## config.mk

```make
export PLATFORM = sky130hd
export DESIGN_NAME = altpid_fifo
export DESIGN_NICKNAME = d
export VERILOG_FILES = /design/src/hdl/altpid_pkg.sv /design/src/hdl/altpid_fifo.sv
export SDC_FILE = /design/constraint.sdc
export NUM_CORES = 1
export LEC_CHECK = 0
export ABC_CLOCK_PERIOD_IN_PS = 5900
export BUFFER_PORTS_ARGS = -buffer_cell sky130_fd_sc_hd__buf_2
export CAP_MARGIN = 30
export CORE_MARGIN = 3
export CORE_UTILIZATION = 52
export CTS_CLUSTER_SIZE = 8
export DETAILED_ROUTE_END_ITERATION = 10
export PLACE_DENSITY = 0.82
export SLEW_MARGIN = 20
export SYNTH_ARGS = -nofsm -noshare
export SYNTH_HDL_FRONTEND = slang
export SYNTH_SLANG_ARGS = --single-unit
```

## constraint.sdc

```tcl
create_clock -name clk -period 5.9 [get_ports clk]
set_clock_uncertainty 0.15 [all_clocks]
set_input_delay 0.885 -clock clk [delete_from_list [all_inputs] [get_ports clk]]
set_output_delay 0.885 -clock clk [all_outputs]
set_load 0.1 [all_outputs]
```

## src/hdl/altpid_pkg.sv

```systemverilog
// ----------------------------------------------------------------------------
// altpid_pkg
// Types and constants that the altitude-hold PID files share.
// ----------------------------------------------------------------------------
package altpid_pkg;

  // Configuration register indexes
  localparam logic [2:0] CFG_HOVER     = 3'd0;
  localparam logic [2:0] CFG_KP        = 3'd1;
  localparam logic [2:0] CFG_KI        = 3'd2;
  localparam logic [2:0] CFG_KD        = 3'd3;
  localparam logic [2:0] CFG_ERR_LIMIT = 3'd4;
  localparam logic [2:0] CFG_RATE_LIM  = 3'd5;

  // Height source codes (code 3 behaves as barometer)
  localparam logic [1:0] SRC_BARO  = 2'd0;
  localparam logic [1:0] SRC_FLOW  = 2'd1;
  localparam logic [1:0] SRC_LIDAR = 2'd2;

  // Fixed constants, Q24.8 where a distance or rate
  localparam logic signed [12:0] STICK_CENTRE = 13'sd1000;
  localparam logic signed [12:0] STICK_BAND   = 13'sd10;
  localparam logic signed [12:0] HOVER_OFFSET = 13'sd988;
  localparam logic [31:0]        ITERM_BAND   = 32'd51200;
  localparam logic [31:0]        KINK_RATE    = 32'd128000;
  localparam logic signed [33:0] KINK_OFFSET  = 34'sd256000;

  // Divide by ten on a 12-bit partial remainder: q = (x * RECIP) >> SHIFT
  localparam logic [12:0] DIV10_RECIP = 13'd6554;
  localparam int          DIV10_SHIFT = 16;
  localparam logic [11:0] DIV10       = 12'd10;
  localparam int          DIV_STEPS   = 7;   // bytes in a 56-bit magnitude

  // Queue between front and back
  localparam int Q_DEPTH = 2;
  localparam int Q_AW    = (Q_DEPTH > 1) ? $clog2(Q_DEPTH) : 1;
  localparam int Q_CW    = $clog2(Q_DEPTH + 1);

  typedef struct packed {
    logic [11:0]        stick_throttle;
    logic               range_good;
    logic [1:0]         height_source;
    logic signed [31:0] range_altitude;
    logic signed [31:0] range_rate;
    logic signed [31:0] baro_altitude;
    logic signed [31:0] climb_rate;
  } altpid_in_t;

  typedef struct packed {
    logic signed [31:0] throttle_command;
    logic signed [31:0] setpoint_out;
    logic signed [31:0] error_out;
  } altpid_out_t;

  typedef struct packed {
    logic [11:0] hover_throttle;
    logic [23:0] kp_gain;
    logic [23:0] ki_per_tick;
    logic [23:0] kd_gain;
    logic [30:0] error_limit;
    logic [30:0] rate_limit;
  } altpid_cfg_t;

  // One classified tick, front to back
  typedef struct packed {
    logic signed [31:0] setpoint;
    logic signed [31:0] err;
    logic signed [33:0] vel;      // climb rate after the kink
    logic               relax;    // |err| at or above the integral band
  } altpid_item_t;

  typedef enum logic [2:0] {
    S_IDLE,
    S_MUL_P,
    S_MUL_I,
    S_DIV,
    S_INT,
    S_MUL_D,
    S_SUM
  } altpid_state_t;

endpackage

```

## src/hdl/altpid_fifo.sv

```systemverilog
// ----------------------------------------------------------------------------
// altpid_fifo
// Short request queue between the front and the back.
// ----------------------------------------------------------------------------
module altpid_fifo (
  input  logic                 clk,
  input  logic                 rst_n,
  input  logic                 wr_en,
  input  altpid_pkg::altpid_item_t wr_data,
  output logic                 full,
  input  logic                 rd_en,
  output altpid_pkg::altpid_item_t rd_data,
  output logic                 empty
);
  import altpid_pkg::*;

  altpid_item_t          mem_r [Q_DEPTH];
  logic [Q_AW-1:0]       wptr_r, rptr_r;
  logic [Q_CW-1:0]       count_r;
  logic                  do_wr, do_rd;

  assign full    = (count_r == Q_CW'(Q_DEPTH));
  assign empty   = (count_r == '0);
  assign do_wr   = wr_en && !full;
  assign do_rd   = rd_en && !empty;
  assign rd_data = mem_r[rptr_r];

  function automatic logic [Q_AW-1:0] bump(input logic [Q_AW-1:0] p);
    return (p == Q_AW'(Q_DEPTH - 1)) ? '0 : p + 1'b1;
  endfunction

  always_ff @(posedge clk) begin
    if (!rst_n) begin
      wptr_r  <= '0;
      rptr_r  <= '0;
      count_r <= '0;
    end else begin
      if (do_wr) wptr_r <= bump(wptr_r);
      if (do_rd) rptr_r <= bump(rptr_r);
      if (do_wr && !do_rd) count_r <= count_r + 1'b1;
      else if (do_rd && !do_wr) count_r <= count_r - 1'b1;
    end
  end

  always_ff @(posedge clk) begin
    if (do_wr) mem_r[wptr_r] <= wr_data;
  end

endmodule

```

==> Word level (Yosys, flattened, before mapping) <==
Memories as Yosys holds them, arrays and structs flattened. A register that Yosys moved wholly into a read port is not among the register bits.
Index checks and enable logic that the tools add are counted.
{ "classes": {"n_mux": 8, "n_eq_ne": 1, "n_reduce_logical": 10, "addsub": 4} }
{ "ops": {"columns": ["cell", "count"], "rows": [
  ["1-bit two-way mux", 6],
  ["1-bit logical AND", 4],
  ["1-bit zero test", 4],
  ["2-bit two-way mux", 2],
  ["1-bit adder (second input constant)", 2],
  ["2-bit by 1-bit adder with 2-bit output (second input constant)", 1],
  ["2-bit == test (second input constant)", 1],
  ["2-bit zero test", 1],
  ["2-bit nonzero test", 1],
  ["2-bit by 1-bit subtractor with 2-bit output (second input constant)", 1]
]} }
{ "word_totals": {"out_inout_bits": 101, "elab_cells": 27, "ramBits": 198, "mem_count": 1, "regBits": 4, "in_bits": 103} }
{ "memory_table": {"columns": ["name", "depth", "width", "read_ports", "rd_clocked_by_memory_dff", "write_ports", "line_no", "rtl"], "rows": [
  ["mem_r", 2, 99, 1, 1, 1, "altpid_fifo.sv:17", "altpid_item_t mem_r [Q_DEPTH];"]
]} }

==> Depth between registers and ports, before layout <==
{ "depth": {"depth_word": 7, "mapped_depth": 7, "ltp_nobuf": 7} }

==> Worst setup path before layout <==
Ideal clock, no wire load.
{ "synth_timing": {"path_kind": "input -> register", "from": "in wr_en", "to": "mem mem_r[0][0] (netlist name) (enable)", "required_time_ps": 5210, "path_stages": 2, "n_path_buf": 0, "setup_time_ps": 540, "setup_slack_ps": 410, "arrival_time_ps": 4800, "cell_sequence": "inv_1 -> nor3_2"} }
{ "synth_between": {"elab_chain_cells": 3} }
{ "synth_lines": {"columns": ["element", "line_no", "rtl"], "rows": [
  ["from (decl)", "altpid_fifo.sv:8", "input logic wr_en,"],
  ["1-bit logical AND", "altpid_fifo.sv:24", "assign do_wr = wr_en && !full;"],
  ["1-bit two-way mux", "altpid_fifo.sv:46", "if (do_wr) mem_r[wptr_r] <= wr_data;"],
  ["1-bit two-way mux (not written as such)", "altpid_fifo.sv:46", null],
  ["to (decl)", "altpid_fifo.sv:17", null]
]} }
Every way passes these cells.

==> impl_metrics.env <==
export IMPL_tightest_slew_ns=0.892
export IMPL_yosys_area_top_type="edfxtp_1"
export IMPL_htree_levels=1
export IMPL_remaining_drc_errors=0
export IMPL_period_needed_ns=3.79
export IMPL_postCtsSetupBuffers=0
export IMPL_clk_pin_slew_worst_paths_ns=0.05
export IMPL_worstSetupStartpointType="flip-flop"
export IMPL_seq_area_frac_synth_pct=81.6
export IMPL_finalSetupTns_ns=0
export IMPL_initial_core_util_pct=54.6
export IMPL_netlist_instances=333
export IMPL_gp_congestion=0.756
export IMPL_vias_per_cell=5.10
export IMPL_arrival_ns=2.76
export IMPL_fmax_mhz=264
export IMPL_port_buffers=203
export IMPL_min_path_type="reg -> reg"
export IMPL_track_usage_pct=17.0
export IMPL_setup_viol=0
export IMPL_slew_headroom_pct=40.6
export IMPL_layout_cells_non_filler=748
export IMPL_die_h_um=125
export IMPL_final_core_util_pct=69.3
export IMPL_die_x_um=125
export IMPL_required_ns=4.87
export IMPL_drt_pre_antenna_iters=4
export IMPL_mappedNetlistArea_mm2=0.00741
export IMPL_timing_max_cap_violations=0
export IMPL_core_mm2=0.0136
export IMPL_cts_hold_buf=0
export IMPL_diodes=0
export IMPL_first_global_vias=4166
export IMPL_clock_latency_ns=0.51
export IMPL_hold_violations=0
export IMPL_placementRows=42
export IMPL_cts_buffer_depth=3
export IMPL_num_nets_final=664
export IMPL_grt_start_max_net_pins=64
export IMPL_drt_initial_drc_count=260
export IMPL_ant_nets=0
export IMPL_crit_type="reg -> out"
export IMPL_synth_area_leaders="edfxtp_1, mux2_2, mux2_4"
export IMPL_root_buffer="clkbuf_16"
export IMPL_clock_sinks=203
export IMPL_yosys_register_bits=203
export IMPL_end_kind="primary output"
export IMPL_drv_slew=0
export IMPL_dp_hpwl_um=9010
export IMPL_netlist_cell_type_count=22
export IMPL_grt_pass1_wl_um=21400
export IMPL_io_pin_count=204
export IMPL_die_area_mm2=0.0157
export IMPL_final_period_utilization_pct=64.3
export IMPL_rsz0062_at_grt="false"
export IMPL_syn_nets=437
export IMPL_place_ws_ns=2.62
export IMPL_grt_ovfl_total=0
export IMPL_dp_cells=705
export IMPL_routed_wl_um=13700
export IMPL_syn_area_per_cell_um2=22.2
export IMPL_cts_buffers=29
export IMPL_yosysWarningCount=0
export IMPL_cts_tree="yes"
export IMPL_fin_ws_ns=2.11
export IMPL_syn_to_final_growth_pct=26.9
export IMPL_wl_per_cell_um=18.4
export IMPL_status="completed"
export IMPL_layout_drive_gt1_share_pct=59.6
export IMPL_ff2ff_setup_slack_ns=3.36
export IMPL_synth_top_area_share_pct=80.3
export IMPL_cts_resized=0
export IMPL_antenna_found_initial=1
export IMPL_worstPathMaxFanout=63
export IMPL_vias=3814
[cells in the mapped netlist]
cell type and instances:
inv_1 1, or3_1 1, mux2_2 89, dfxtp_1 5, and3_1 1, mux2_4 10
nand2b_1 1, xor2_1 1, edfxtp_1 198, o21ai_1 1, o21a_1 1, a21boi_0 1
nor3_2 1, a21boi_1 1, buf_6 3, buf_2 8, nor2_1 2, xnor2_1 2
o21ai_0 1, and2_1 3, ha_1 1, inv_2 1
[metal layers]
| layer | vias up | part of all wire, % | track usage, % |
|---|---|---|---|
| met5 | - | 0.095 | 0 |
| met4 | 2 | 3.0 | 6.25 |
| met3 | 35 | 7.9 | 5.84 |
| met2 | 153 | 51 | 29.0 |
| met1 | 1852 | 38 | 20.3 |
| li1 | 1772 | - | - |
[worst max-delay path: stages, from the launching register on]
cell	delay (ns)
dfxtp_4	0.92
buf_4	0.56
mux2_2	0.41
buf_2	0.29
[cell type report]
class                      instances  area, µm²
clock buffer                      41        771
tap                              176        220
clock inverter                     2       16.3
fill                             902       4160
sequential                       203       6050
multi-input combinational        117       1290
inverter                           2       7.51
timing repair buffer             207       1050
[logic make-up (layout without fill, tap and decap cells)]
kind of cell             Yosys count  after routing  synth area share, %
AND/OR/NAND/NOR                    9              9                0.744
adder cells (fa/ha/maj)            1              1                0.169
buffers and inverters             13            252                 1.10
flip-flops                       203            203                 81.6
AO/OA/AOI/OAI                      5              5                0.439
XOR/XNOR                           3              3                0.355
multiplexers                      99             99                 15.6
[final timing paths]
check,from,to,cells past startpoint
worst max-delay path,flip-flop,rd_data[80],3
worst min-delay path,count_r[1],count_r[1],2
worst max register to register,count_r[0],mem_r[1][88],3
worst min register to register,count_r[1],count_r[1],2
[state kept, by name, indices dropped and copies added (netlist names), named ones only]
signal   cells
count_r      2
wptr_r       1
mem_r      198
rptr_r       1
[per-stage QoR]
stage | hold slack [ns] | instance area, µm²
4_1_cts | 0.388 | 9400
6_report | 0.393 | 9400
3_5_place_dp | 0.375 | 8610
2_1_floorplan | 0.333 | 7410
3_3_place_gp | 0.343 | 8610
5_1_grt | 0.389 | 9400
[cells in the final DEF, fill, tap and decap left out]
master / n
clkinvlp_4: 1
o21a_1: 1
nor2_1: 2
dfxtp_4: 1
edfxtp_1: 198
xor2_1: 1
o21ai_1: 1
inv_1: 1
clkbuf_16: 29
buf_2: 203
nand2b_1: 1
clkbuf_1: 12
inv_6: 1
xnor2_1: 2
dfxtp_1: 4
and2_1: 3
inv_2: 1
mux2_2: 89
mux2_4: 10
a21boi_1: 1
buf_4: 4
or3_1: 1
and3_4: 1
ha_1: 1
nor3_4: 1
a21boi_0: 1
o21ai_0: 1
Power is not shown: default switching activity piles up to over one toggle a cycle in this logic, so the estimate is an artifact.
