===== src/hdl/altpid_pkg.sv =====
// ----------------------------------------------------------------------------
// altpid_pkg
// Types and constants that the altitude-hold PID files share.
// ----------------------------------------------------------------------------
package altpid_pkg;

  // Configuration register indexes
  localparam logic [2:0] CFG_HOVER     = 3'd0;
  localparam logic [2:0] CFG_KP        = 3'd1;
  localparam logic [2:0] CFG_KI        = 3'd2;
  localparam logic [2:0] CFG_KD        = 3'd3;
  localparam logic [2:0] CFG_ERR_LIMIT = 3'd4;
  localparam logic [2:0] CFG_RATE_LIM  = 3'd5;

  // Height source codes (code 3 behaves as barometer)
  localparam logic [1:0] SRC_BARO  = 2'd0;
  localparam logic [1:0] SRC_FLOW  = 2'd1;
  localparam logic [1:0] SRC_LIDAR = 2'd2;

  // Fixed constants, Q24.8 where a distance or rate
  localparam logic signed [12:0] STICK_CENTRE = 13'sd1000;
  localparam logic signed [12:0] STICK_BAND   = 13'sd10;
  localparam logic signed [12:0] HOVER_OFFSET = 13'sd988;
  localparam logic [31:0]        ITERM_BAND   = 32'd51200;
  localparam logic [31:0]        KINK_RATE    = 32'd128000;
  localparam logic signed [33:0] KINK_OFFSET  = 34'sd256000;

  // Divide by ten on a 12-bit partial remainder: q = (x * RECIP) >> SHIFT
  localparam logic [12:0] DIV10_RECIP = 13'd6554;
  localparam int          DIV10_SHIFT = 16;
  localparam logic [11:0] DIV10       = 12'd10;
  localparam int          DIV_STEPS   = 7;   // bytes in a 56-bit magnitude

  // Queue between front and back
  localparam int Q_DEPTH = 2;
  localparam int Q_AW    = (Q_DEPTH > 1) ? $clog2(Q_DEPTH) : 1;
  localparam int Q_CW    = $clog2(Q_DEPTH + 1);

  typedef struct packed {
    logic [11:0]        stick_throttle;
    logic               range_good;
    logic [1:0]         height_source;
    logic signed [31:0] range_altitude;
    logic signed [31:0] range_rate;
    logic signed [31:0] baro_altitude;
    logic signed [31:0] climb_rate;
  } altpid_in_t;

  typedef struct packed {
    logic signed [31:0] throttle_command;
    logic signed [31:0] setpoint_out;
    logic signed [31:0] error_out;
  } altpid_out_t;

  typedef struct packed {
    logic [11:0] hover_throttle;
    logic [23:0] kp_gain;
    logic [23:0] ki_per_tick;
    logic [23:0] kd_gain;
    logic [30:0] error_limit;
    logic [30:0] rate_limit;
  } altpid_cfg_t;

  // One classified tick, front to back
  typedef struct packed {
    logic signed [31:0] setpoint;
    logic signed [31:0] err;
    logic signed [33:0] vel;      // climb rate after the kink
    logic               relax;    // |err| at or above the integral band
  } altpid_item_t;

  typedef enum logic [2:0] {
    S_IDLE,
    S_MUL_P,
    S_MUL_I,
    S_DIV,
    S_INT,
    S_MUL_D,
    S_SUM
  } altpid_state_t;

endpackage


===== src/hdl/altpid_front.sv =====
// ----------------------------------------------------------------------------
// altpid_front
// Takes a tick, updates setpoint and last error, classifies for the back.
// ----------------------------------------------------------------------------
module altpid_front (
  input  logic                     clk,
  input  logic                     rst_n,
  input  logic                     in_push,
  input  altpid_pkg::altpid_in_t   in_data,
  input  altpid_pkg::altpid_cfg_t  cfg,
  input  logic                     q_full,
  output logic                     q_wr,
  output altpid_pkg::altpid_item_t q_data
);
  import altpid_pkg::*;

  logic signed [31:0] target_r, target_nxt;
  logic signed [31:0] last_err_r;
  logic signed [12:0] stick_dev;
  logic               refresh, jump;
  logic signed [31:0] fresh, tgt_now, alt_sel, err;
  logic signed [32:0] diff;
  logic [31:0]        err_mag, rate_mag, climb_mag;
  logic signed [33:0] c34, vel;

  function automatic logic [31:0] abs32(input logic signed [31:0] v);
    logic signed [32:0] e;
    e = 33'(v);
    return e[32] ? 32'(-e) : 32'(e);
  endfunction

  assign q_wr = in_push && !q_full;

  always_comb begin
    stick_dev = $signed({1'b0, in_data.stick_throttle}) - STICK_CENTRE;
    refresh   = (stick_dev > STICK_BAND) || (stick_dev < -STICK_BAND);
    fresh     = in_data.range_good ? in_data.range_altitude : in_data.baro_altitude;
    tgt_now   = refresh ? fresh : target_r;

    alt_sel = (in_data.height_source == SRC_FLOW) ? in_data.range_altitude
                                                  : in_data.baro_altitude;
    diff    = 33'(tgt_now) - 33'(alt_sel);
    if (diff[32] != diff[31]) err = diff[32] ? 32'sh80000000 : 32'sh7fffffff;
    else                      err = diff[31:0];
    if (in_data.height_source == SRC_LIDAR) err = last_err_r;

    err_mag  = abs32(err);
    rate_mag = abs32(in_data.range_rate);
    jump     = (in_data.height_source == SRC_FLOW) &&
               (err_mag > {1'b0, cfg.error_limit}) &&
               (rate_mag > {1'b0, cfg.rate_limit});
    target_nxt = jump ? fresh : tgt_now;

    // Derivative kink: 3x slope past the knee, continuous at the knee
    c34       = 34'(in_data.climb_rate);
    climb_mag = abs32(in_data.climb_rate);
    if (climb_mag > KINK_RATE)
      vel = (c34 <<< 1) + c34 + (c34[33] ? KINK_OFFSET : -KINK_OFFSET);
    else
      vel = c34;

    q_data.setpoint = target_nxt;
    q_data.err      = err;
    q_data.vel      = vel;
    q_data.relax    = (err_mag >= ITERM_BAND);
  end

  always_ff @(posedge clk) begin
    if (!rst_n) begin
      target_r   <= '0;
      last_err_r <= '0;
    end else if (q_wr) begin
      target_r   <= target_nxt;
      last_err_r <= err;
    end
  end

endmodule


===== config.mk =====
export PLATFORM = sky130hd
export DESIGN_NAME = altpid_front
export DESIGN_NICKNAME = d
export VERILOG_FILES = /design/src/hdl/altpid_pkg.sv /design/src/hdl/altpid_front.sv
export SDC_FILE = /design/constraint.sdc
export NUM_CORES = 1
export LEC_CHECK = 0
export ABC_CLOCK_PERIOD_IN_PS = 11500
export BUFFER_PORTS_ARGS = -buffer_cell sky130_fd_sc_hd__buf_2
export CORE_MARGIN = 1.5
export CORE_UTILIZATION = 39
export CTS_BUF_LIST = sky130_fd_sc_hd__clkbuf_4
export DETAILED_ROUTE_END_ITERATION = 12
export GPL_TIMING_DRIVEN = 0
export HOLD_SLACK_MARGIN = 0.08
export PLACE_DENSITY = 0.76
export SLEW_MARGIN = 30
export SYNTH_ARGS = -nofsm -noshare
export SYNTH_HDL_FRONTEND = slang
export SYNTH_SLANG_ARGS = --single-unit

===== constraint.sdc =====
create_clock -name clk -period 11.5 [get_ports clk]
set_clock_uncertainty 0.15 [all_clocks]
set_input_delay 1.725 -clock clk [delete_from_list [all_inputs] [get_ports clk]]
set_output_delay 1.725 -clock clk [all_outputs]
set_load 0.01 [all_outputs]

Word level (Yosys, flattened, before mapping)
Index checks and enable logic that the tools add are counted.
{ "op_classes": {"add_sub_neg": 7, "multipliers": 0, "div": 0, "n_lt_le_gt_ge": 6, "n_eq_ne": 3, "shifts": 0, "mux": 12, "bitwise_logic": 0, "reduce_logical": 5} }
{ "ops": {"columns": ["operator", "count"], "rows": [
  ["2-to-1 mux 32 bit", 10],
  ["negation 32 bit", 3],
  ["2-to-1 mux 34 bit", 2],
  ["greater-than comparator 32 x 31 -> 1 bit", 2],
  ["adder 33 x 32 -> 34 bit", 1],
  ["adder 34 bit", 1],
  ["subtractor 32 x 32 -> 33 bit", 1],
  ["greater-or-equal comparator 32 x 16 -> 1 bit, second input constant", 1],
  ["greater-than comparator 32 x 17 -> 1 bit, second input constant", 1],
  ["greater-than comparator 13 x 5 -> 1 bit, second input constant", 1],
  ["< comparator 13 x 5 -> 1 bit, second input constant", 1],
  ["subtractor 12 x 10 -> 13 bit, second input constant", 1],
  ["logical AND 1 bit", 3],
  ["equality test 2 x 1 -> 1 bit, second input constant", 1],
  ["equality test 2 bit, second input constant", 1],
  ["zero test 1 bit", 1],
  ["logical OR 1 bit", 1],
  ["!= test 1 bit", 1]
]} }
{ "totals": {"regBits": 64, "latchBits": 0, "mem_bits_rw": 0, "romBits": 0, "in_bits": 293, "out_inout_bits": 100, "elab_cells": 35, "n_memories": 0} }

Logic depth before layout (Yosys ltp)
{ "logic_depth": {"ltp_word": 14, "ltp_mapped": 45} }

Least setup slack after synthesis
No wires, ideal clock.
{ "synth_timing": {"kind": "input port to output port", "start": "input in_data[134] (netlist bit)", "end": "output q_data[68] (netlist bit)", "arrival_ns": 9.551, "t_required_ns": 9.625, "setup_slack_ns": 0.074, "cell_stages": 41, "n_path_buf": 3, "path_cell_list": "inv_1 ha_1 nor2b_1 nand2_1 xor2_1 or4_1 o32ai_1 o21ai_1 clkbuf_1 nand2_1 o21ai_0 ha_1 fa_1 nand2b_1 a21oi_2 o211ai_1 o211a_1 o31a_2 [5 not listed] a21oi_1 xnor2_1 ha_1 a21o_1 a21o_1 a21o_1 a21o_1 a21o_1 a21o_1 a21oi_1 or3_1 a31oi_1 o21ai_0 o31ai_2 nand2b_1 buf_6 buf_6 mux2_4"} }
{ "synth_rtl": {"columns": ["item", "line", "source"], "rows": [
  ["start, declared", "altpid_front.sv:9", "input altpid_pkg::altpid_in_t in_data,"],
  ["end, declared", "altpid_front.sv:13", "output altpid_pkg::altpid_item_t q_data"]
]} }

==> results.yml <==
yosys:
  syn_nets: 2272
  synth_top_area_cell: "ha_1"
  syn_inst: 1786
  ys_types: 95
  synth_area_um2: 13700
  netlist_top_cells_area: "ha_1, dfxtp_1, xnor2_1"
  ys_seq_elements: 64
  ys.flop_type: "dfxtp_1"
  yosysSeqAreaShare_pct: 9.37
  syn_area_per_cell_um2: 7.66
  synth_warnings: 0
  synth-async-reset-ratio_pct: 0
  synth_top_area_share_pct: 15.7
  synth_enable_flop_cells: 0
timing:
  hold_slack_ps: 334
  maxSlewViolCount: 0
  fmax_mhz: 84.1
  finalHoldViolations: 0
  rsz0062_at_grt: "true"
  fin_crit_ps: 11890
  setup_ws_ps: -394
  relSlewSlack_pct: 14.7
  setup_viol: 32
  tightest_slew_ps: 1280
  timing.final.crit_share_pct: 103
setup_path:
  slowest_stage: "or4_4"
  cp-start-kind: "input port"
  end_kind: "output port"
  slowest_delay_ps: 530
  crit_type: "in -> out"
  reg2reg_depth: 31
  cp.arrival_ps: 10020
  critPathMaxFanout: 10
  worst_ep_required_time_ps: 9630
global_route:
  grt_pass1_wl_um: 77500
  first_global_vias: 15200
  grt_usage_pct: 26.4
  antenna_found_initial: 8
  grt_overflow: 0
  grt_max_degree: 25
clock_tree:
  clk_pin_slew_ps: 130
  cts_tree: "built"
  root_buffer: "clkbuf_4"
  cts_sinks: 64
  clockBufferDepth: 2
  cts-hold-fix-buffers: 0
  numCtsBuffers: 9
  htree_levels: 3
  insertion_delay_ps: 500
route:
  num_vias: 15700
  avgViaCountPerCell: 5.86
  antenna_left: 0
  wl_um: 51200
  dr.pass1.iters: 6
  drtIter0Drc: 1255
  wire_per_inst_um: 19.2
  drc: 0
floorplanning:
  die_area_um2: 36200
  start_util_pct: 39.6
  die_height_um: 190
  std_cell_rows: 68
  ios: 393
  die_w_um: 190
  core_um2: 34500
placement:
  gp_congestion: 0.991
  hpwl_um: 38500
  numPortBuffers: 307
  placed_cells: 2548
  pre_cts_slack_ps: -1880
  dpl-instance-area_um2: 15800
finish:
  area_delta_synth_final_pct: 33.3
  finalNonFillerCells: 2671
  drive_above_1_share_pct: 32.3
  nets: 2689
  final_cell_area_um2: 18200
min_path:
  hold_path.class: "reg -> reg"
  min_path_cells: 2
pwr:
  power_leakage_nw: 8.45
  powerDensity_nw_per_um2: 112
  ir_worst_vdd_mv: 0.0666
job:
  maxCapViolations: 0
status:
  violations: "setup timing"
  status: "finished, violations left"
==> layout by cell type (no fill, tap or decap), types with 17 or more instances in the layout <==
| master | n |
|---|---|
| buf_2 | 276 |
| nand2_1 | 151 |
| ha_1 | 147 |
| inv_1 | 135 |
| nor2_1 | 107 |
| o21ai_0 | 106 |
| buf_4 | 94 |
| a21oi_1 | 92 |
| xnor2_1 | 90 |
| mux2i_1 | 70 |
| mux2_2 | 65 |
| dfxtp_1 | 64 |
| nor2b_1 | 44 |
| buf_6 | 43 |
| clkbuf_1 | 41 |
| nand3_1 | 41 |
| a21o_1 | 36 |
| mux2_4 | 33 |
| nor3_1 | 28 |
| nand4_1 | 25 |
| nand2b_1 | 24 |
| fa_1 | 20 |
| ha_4 | 20 |
| a21boi_0 | 19 |
| xor2_1 | 18 |
| o31ai_1 | 17 |
==> cell type report <==
cell class	count	area, um2
plain buffers	68	403
well taps	455	569
clock inverters	7	119
diodes	8	20.0
flip-flops and latches	64	1280
fillers	3103	16300
clock buffers	9	67.6
repair buffers	409	2610
multi-input cells	1507	12600
inverters	144	553
==> per-layer routing <==
metal	share of wire [%]	GRT usage, %
met1	40	32.0
met5	0	0
met2	47	44.8
met4	5.7	15.3
met3	7.0	3.37
==> critical path: cells and delay by family <==
| family | cells | cell delay (ps) |
|---|---|---|
| simple gates | 9 | 2640 |
| buf+inv | 14 | 1880 |
| fa+ha+maj | 3 | 840 |
| xor+xnor | 2 | 270 |
| compound gates | 12 | 1950 |
| mux | 2 | 650 |
==> worst paths after layout <==
kind,end,slack [ps],start
worst max register to register,target_r[1]$_SDFFE_PN0P_,3650,target_r[16]$_SDFFE_PN0P_
worst min register to register,last_err_r[15]$_SDFFE_PN0P_,330,last_err_r[15]$_SDFFE_PN0P_
worst max-delay path,q_data[68],-390,in_data[134]
worst min-delay path,last_err_r[15]$_SDFFE_PN0P_,330,last_err_r[15]$_SDFFE_PN0P_
==> kinds of logic after synthesis <==
kind of cell / count (synthesis) / synth area share [%]
simple gates: 545 / 20.0
mux: 169 / 14.1
fa+ha+maj: 193 / 18.8
buf+inv: 215 / 6.34
compound gates: 486 / 24.1
xor+xnor: 114 / 7.30
flops: 64 / 9.37
==> metrics by stage <==
step / setup TNS, ps / total power, mW / util, %
detailed placement: -82090 / 1.52 / 45.7
global placement: -100100 / 1.49 / 45.7
finish: -11240 / 2.04 / 52.8
CTS: -5890 / 1.91 / 50.7
global route: -19720 / 2.16 / 52.8
floorplan: 0 / 1.12 / -
==> synthesized netlist by cell type, drive strengths merged, types with 8 or more instances <==
library cell / n
or3: 15
a211oi: 13
o211a: 13
a21oi: 114
ha: 172
o21ai: 128
o41ai: 10
nor3: 34
a21o: 37
nor2b: 48
mux2i: 71
nand4: 25
o221ai: 8
a21boi: 19
nand3: 44
nor2: 112
o21a: 15
and2: 12
or4: 9
nand2b: 25
and3: 14
dfxtp: 64
nor3b: 9
o211ai: 19
xor2: 19
o31ai: 27
nand2: 159
nor4: 13
mux2: 98
xnor2: 95
inv: 143
or2: 10
clkbuf: 50
a31oi: 16
buf: 21
fa: 21
==> what timing repair did <==
action	4_1_cts	5_1_grt
gates cloned	5	0
hold endpoints to repair	0	0
setup buffers	62	37
pin swaps	67	61
resized for setup	189	102
endpoints found under the setup margin	61	32
==> registers in the layout, summed over array words and instances, names as in the netlist <==
register	count
last_err_r	32
target_r	32
==> where the power goes <==
| group | total [mW] | internal [mW] | switching [mW] |
|---|---|---|---|
| Combinational | 1.58 | 0.685 | 0.890 |
| Clock | 0.216 | 0.110 | 0.106 |
| Sequential | 0.247 | 0.238 | 0.00965 |
Power figures use the tool's default switching activity.
